[src/sem_pkg.sv]
`timescale 1ns / 1ps

package sem_pkg;

  localparam int unsigned MAX_WIDTH_DEF = 1024;

  localparam int unsigned PIX_W      = 8;
  localparam int unsigned ROW_W      = 16;
  localparam int unsigned COL_OUT_W  = 10;
  localparam int unsigned FW_W       = 11;
  localparam int unsigned FH_W       = 16;
  localparam int unsigned CFG_DATA_W = 16;
  localparam int unsigned CFG_IDX_W  = 1;

  localparam logic [FW_W-1:0]  FRAME_WIDTH_RST  = 11'd640;
  localparam logic [FH_W-1:0]  FRAME_HEIGHT_RST = 16'd480;
  localparam logic [PIX_W-1:0] MAG_MAX          = 8'd255;

  // configuration register indexes
  localparam logic [CFG_IDX_W-1:0] REG_FRAME_WIDTH  = 1'b0;
  localparam logic [CFG_IDX_W-1:0] REG_FRAME_HEIGHT = 1'b1;

  // controller to datapath
  typedef struct packed {
    logic load;   // take the input word, step the counters, read the line stores
    logic fetch;  // shift the window, write the line stores, form gradients
    logic sum;    // square and add, arm the root search
    logic root;   // one bit of the root search
    logic emit;   // load the output word
  } cmd_t;

  // datapath to controller
  typedef struct packed {
    logic interior;   // current word produces a result
    logic root_last;  // root search is on its last bit
  } status_t;

endpackage

[src/sem_ctrl.sv]
`timescale 1ns / 1ps

module sem_ctrl (
  input  logic             clk_i,
  input  logic             rst_ni,
  input  logic             in_valid_i,
  output logic             in_stall_o,
  output logic             out_valid_o,
  input  logic             out_stall_i,
  input  sem_pkg::status_t status_i,
  output sem_pkg::cmd_t    cmd_o
);
  import sem_pkg::*;

  typedef enum logic [4:0] {
    S_IDLE  = 5'b00001,
    S_FETCH = 5'b00010,
    S_SUM   = 5'b00100,
    S_ROOT  = 5'b01000,
    S_EMIT  = 5'b10000
  } state_e;

  state_e state_q, state_d;
  logic   out_valid_q, out_valid_d;

  always_comb begin
    state_d = state_q;
    cmd_o   = '0;
    unique case (state_q)
      S_IDLE: begin
        if (in_valid_i) begin
          cmd_o.load = 1'b1;
          state_d    = S_FETCH;
        end
      end
      S_FETCH: begin
        cmd_o.fetch = 1'b1;
        state_d     = status_i.interior ? S_SUM : S_IDLE;
      end
      S_SUM: begin
        cmd_o.sum = 1'b1;
        state_d   = S_ROOT;
      end
      S_ROOT: begin
        cmd_o.root = 1'b1;
        if (status_i.root_last) begin
          state_d = S_EMIT;
        end
      end
      S_EMIT: begin
        // hold until the output register is free or being drained
        if (!out_valid_q || !out_stall_i) begin
          cmd_o.emit = 1'b1;
          state_d    = S_IDLE;
        end
      end
      default: begin
        state_d = S_IDLE;
      end
    endcase
  end

  always_comb begin
    out_valid_d = out_valid_q;
    if (cmd_o.emit) begin
      out_valid_d = 1'b1;
    end else if (out_valid_q && !out_stall_i) begin
      out_valid_d = 1'b0;
    end
  end

  always_ff @(posedge clk_i or negedge rst_ni) begin
    if (!rst_ni) begin
      state_q     <= S_IDLE;
      out_valid_q <= 1'b0;
    end else begin
      state_q     <= state_d;
      out_valid_q <= out_valid_d;
    end
  end

  assign in_stall_o  = (state_q != S_IDLE);
  assign out_valid_o = out_valid_q;

endmodule

[config.mk]
export PLATFORM = sky130hd
export DESIGN_NAME = sem_ctrl
export DESIGN_NICKNAME = d
export VERILOG_FILES = /design/src/sem_pkg.sv /design/src/sem_ctrl.sv
export SDC_FILE = /design/constraint.sdc
export NUM_CORES = 1
export LEC_CHECK = 0
export ABC_CLOCK_PERIOD_IN_PS = 1400
export BUFFER_PORTS_ARGS = -buffer_cell sky130_fd_sc_hd__buf_2
export CAP_MARGIN = 0
export CORE_AREA = 4 4 41 43
export CTS_BUF_LIST = sky130_fd_sc_hd__clkbuf_8
export CTS_CLUSTER_DIAMETER = 200
export DETAILED_ROUTE_END_ITERATION = 8
export DIE_AREA = 0 0 45 47
export PLACE_DENSITY_LB_ADDON = 0.12
export SYNTH_ARGS = -nofsm -noshare
export SYNTH_HDL_FRONTEND = slang
export SYNTH_SLANG_ARGS = --single-unit
[constraint.sdc]
create_clock -name clk_i -period 1.4 [get_ports clk_i]
set_input_delay 0.28 -clock clk_i [delete_from_list [all_inputs] [get_ports clk_i]]
set_output_delay 0.28 -clock clk_i [all_outputs]
set_load 0.05 [all_outputs]
==> flow_summary.toml <==
[global_routing]
grt-ovfl-total = 0
antenna_found_initial = 0
grt_pass1_wl_mm = 1.70
grt_max_degree = 7
grt_pass1_vias = 392
track_usage_pct = 11.8

[yosys]
synth-async-reset-ratio_pct = 100
synth_fp_nets = 40
synth_warnings = 0
synth_compound_area_share_pct = 12.0
yosysMostFrequentCell = "dfrtp_1"
yosysTopAreaCell = "dfrtp_1"
synth_area_leaders = "dfrtp_1 (36%), dfstp_2 (7.6%), and3b_1 (7.6%)"
synth_seq_cells = 6
synthAdderAreaFrac_pct = 0
synth_cell_types = 20
synth_xor_area_share_pct = 0
synth_edf_count = 0
postSynthAreaPerCell_sq_um = 10.1
synth_top_family_by_area = "simple AND/OR/NAND/NOR gates"
synthSimpleGateAreaFrac_pct = 40.7
ys_seq_area_share_pct = 44.0
mappedNetlistArea_sq_um = 344
synth_top_area_share_pct = 36.4
synthMuxAreaShare_pct = 0
syn_inst = 34
synth_commonest_cells = "dfrtp_1 (5), and3b_1 (3), nand2_1 (3), nor2b_1 (3)"
synth_top_flop_cell = "dfrtp_1"

[timing]
finalCritPeriodShare_pct = 116
rsz0062_at_grt = "yes"
setup_viol = 7
fin_crit_ns = 1.63
max_freq_mhz = 614
max_slew.worst_pin.slew_ns = 0.248
drv_slew = 0
hold_viol_final = 0
maxSlewHeadroom_pct = 83.6
fin_ws_ns = -0.228
clock_skew_ns = 0.00192

[clock_network]
htreeDepth = 1
clk_pin_slew_worst_paths_ns = 0.04
cts_tree = "yes"
cts_buffers = 3
cts_sinks = 6
cts_root_buf = "clkbuf_8"
clk-insertion-delay-late_ns = 0.22
cts_buffer_depth = 2

[setup_path]
crit_required_ns = 1.12
crit_type = "register to output pin"
cp-end-kind = "output pin"
arrival_ns = 1.35
path_max_fanout = 4
worstSetupStartpointType = "register"

[power_and_ir_drop]
p_leak_nw = 0.335
irDropWorstVdd_mv = 0.953
powerDensity_mw_per_mm2 = 1860

[placed_design]
dpl.hpwl_microns = 662
gp_congestion = 0.743
place_inst = 65
io_buffers = 12
post-place-ws_ns = -0.0963

[final_layout]
fin_nets = 67
fill_cells = 140
finalCoreUtilization_pct = 48.4
final_cells = 75
drive_gt1_share_pct = 63.3
area_growth_pct = 82.9
diodes = 0

[routing]
drt_wl_total_mm = 1.08
viasPerCell = 4.79
drt_first_pass_iters = 4
wl_per_cell_microns = 14.4
first_iter_violations = 6
vias = 359
drc = 0
ant_nets = 0

[floorplanning]
fp.dieW_microns = 45
io_pins = 13
die_y_microns = 47
core_sq_mm = 0.00130
initial_core_util_pct = 26.4
die_area_sq_mm = 0.00212
num_rows = 13

[hold_path]
hp-class = "primary input to register"

[status]
status = "finished, violations left"
violations = "negative setup slack"

[job]
maxCapViolations = 0
==> final timing paths <==
| path | start | end | slack, ns | depth (start not counted) |
|---|---|---|---|---|
| worst min-delay path | out_stall_i | out_valid_o | 0.28 | 3 |
| worst max register to register | state_q[1] | state_q[2] | -0.04 | 6 |
| worst max-delay path | state_q[1] | cmd_o[0] | -0.23 | 4 |
| min in group asynchronous | rst_ni | out_valid_o | 0.41 | 2 |
| max in group asynchronous | rst_ni | state_q[0] | 0.76 | 2 |
| worst min register to register | out_valid_o | out_valid_o | 0.51 | 2 |
==> where the power goes <==
group          switching (mW)  internal (mW)  total, mW
Sequential             0.0552          0.219      0.274
Clock                  0.0859          0.189      0.275
Combinational           0.306          0.316      0.622
==> layout make-up <==
cell class	count	area [sq um]	share of cell area [%]
Sequential cell	6	154	24.5
Inverter	1	3.75	0.596
Tap cell	15	18.8	2.98
Timing Repair Buffer	23	194	30.8
Clock inverter	1	3.75	0.596
Clock buffer	3	41.3	6.56
Multi-Input combinational cell	26	214	34.0
==> flip-flops by register name, summed over array words and instances (netlist names) <==
name         count
out_valid_o      1
state_q          5
==> critical path: stages, from the launching register on <==
cell	delay (ns)
dfrtp_2	0.44
nor3_4	0.22
nand3b_1	0.12
a21oi_1	0.13
buf_4	0.21
==> layer usage <==
metal | up-vias | wire length, microns | GRT usage [%]
li1 | 173 | - | -
met1 | 172 | 443 | 12.6
met2 | 14 | 575 | 21.2
met3 | 0 | 58 | 3.83
met4 | 0 | 0 | 5.26
met5 | - | 0 | 0
==> stage by stage <==
step / total power, mW / instance area, sq um / hold slack [ns] / setup TNS (ns)
2_1_floorplan: 0.524 / 345 / -0.0156 / 0
3_3_place_gp: 0.637 / 454 / 0.115 / -0.169
3_5_place_dp: 0.642 / 454 / 0.118 / -0.226
4_1_cts: 1.07 / 594 / 0.282 / -0.972
5_1_grt: 1.23 / 629 / 0.290 / -1.47
6_report: 1.17 / 629 / 0.277 / -1.16
==> logic make-up (layout without fill, tap and decap cells) <==
kind of cell	after synthesis	after routing
buffers and inverters	2	28
AOI/OAI and AO/OA	6	6
DFF	6	6
and+or+nand+nor	20	20
==> what timing repair did <==
| item | CTS | global route |
|---|---|---|
| gates resized for setup | 22 | 4 |
| setup endpoints to repair | 6 | 6 |
| hold buffers | 1 | 0 |
| buffers inserted | 2 | 3 |
| pin swaps | 3 | 2 |
| hold endpoints to repair | 5 | 0 |
==> layout by cell type, fill, tap and decap left out <==
master / netlist / routed
and3b_2: 0 / 1
nand2_1: 3 / 2
buf_6: 0 / 3
dfstp_2: 1 / 1
a21oi_1: 2 / 2
dlygate4sd3_1: 0 / 1
o21ba_1: 1 / 1
nand2_2: 0 / 1
nor2b_4: 0 / 1
buf_4: 1 / 10
nor2_1: 2 / 1
inv_1: 1 / 2
buf_8: 0 / 3
and3b_1: 3 / 2
a21o_1: 1 / 1
and2_4: 0 / 1
nor2b_1: 3 / 2
o21ai_0: 1 / 1
nand3b_1: 1 / 1
and4b_1: 1 / 1
dfrtp_2: 0 / 2
clkbuf_8: 0 / 3
o221ai_1: 1 / 1
and3_2: 1 / 1
nor2_2: 0 / 1
and3_4: 0 / 2
dfrtp_1: 5 / 3
and2_1: 2 / 1
nor3_4: 1 / 2
buf_2: 0 / 6
Note: power is estimated with default switching activity, not from simulation.
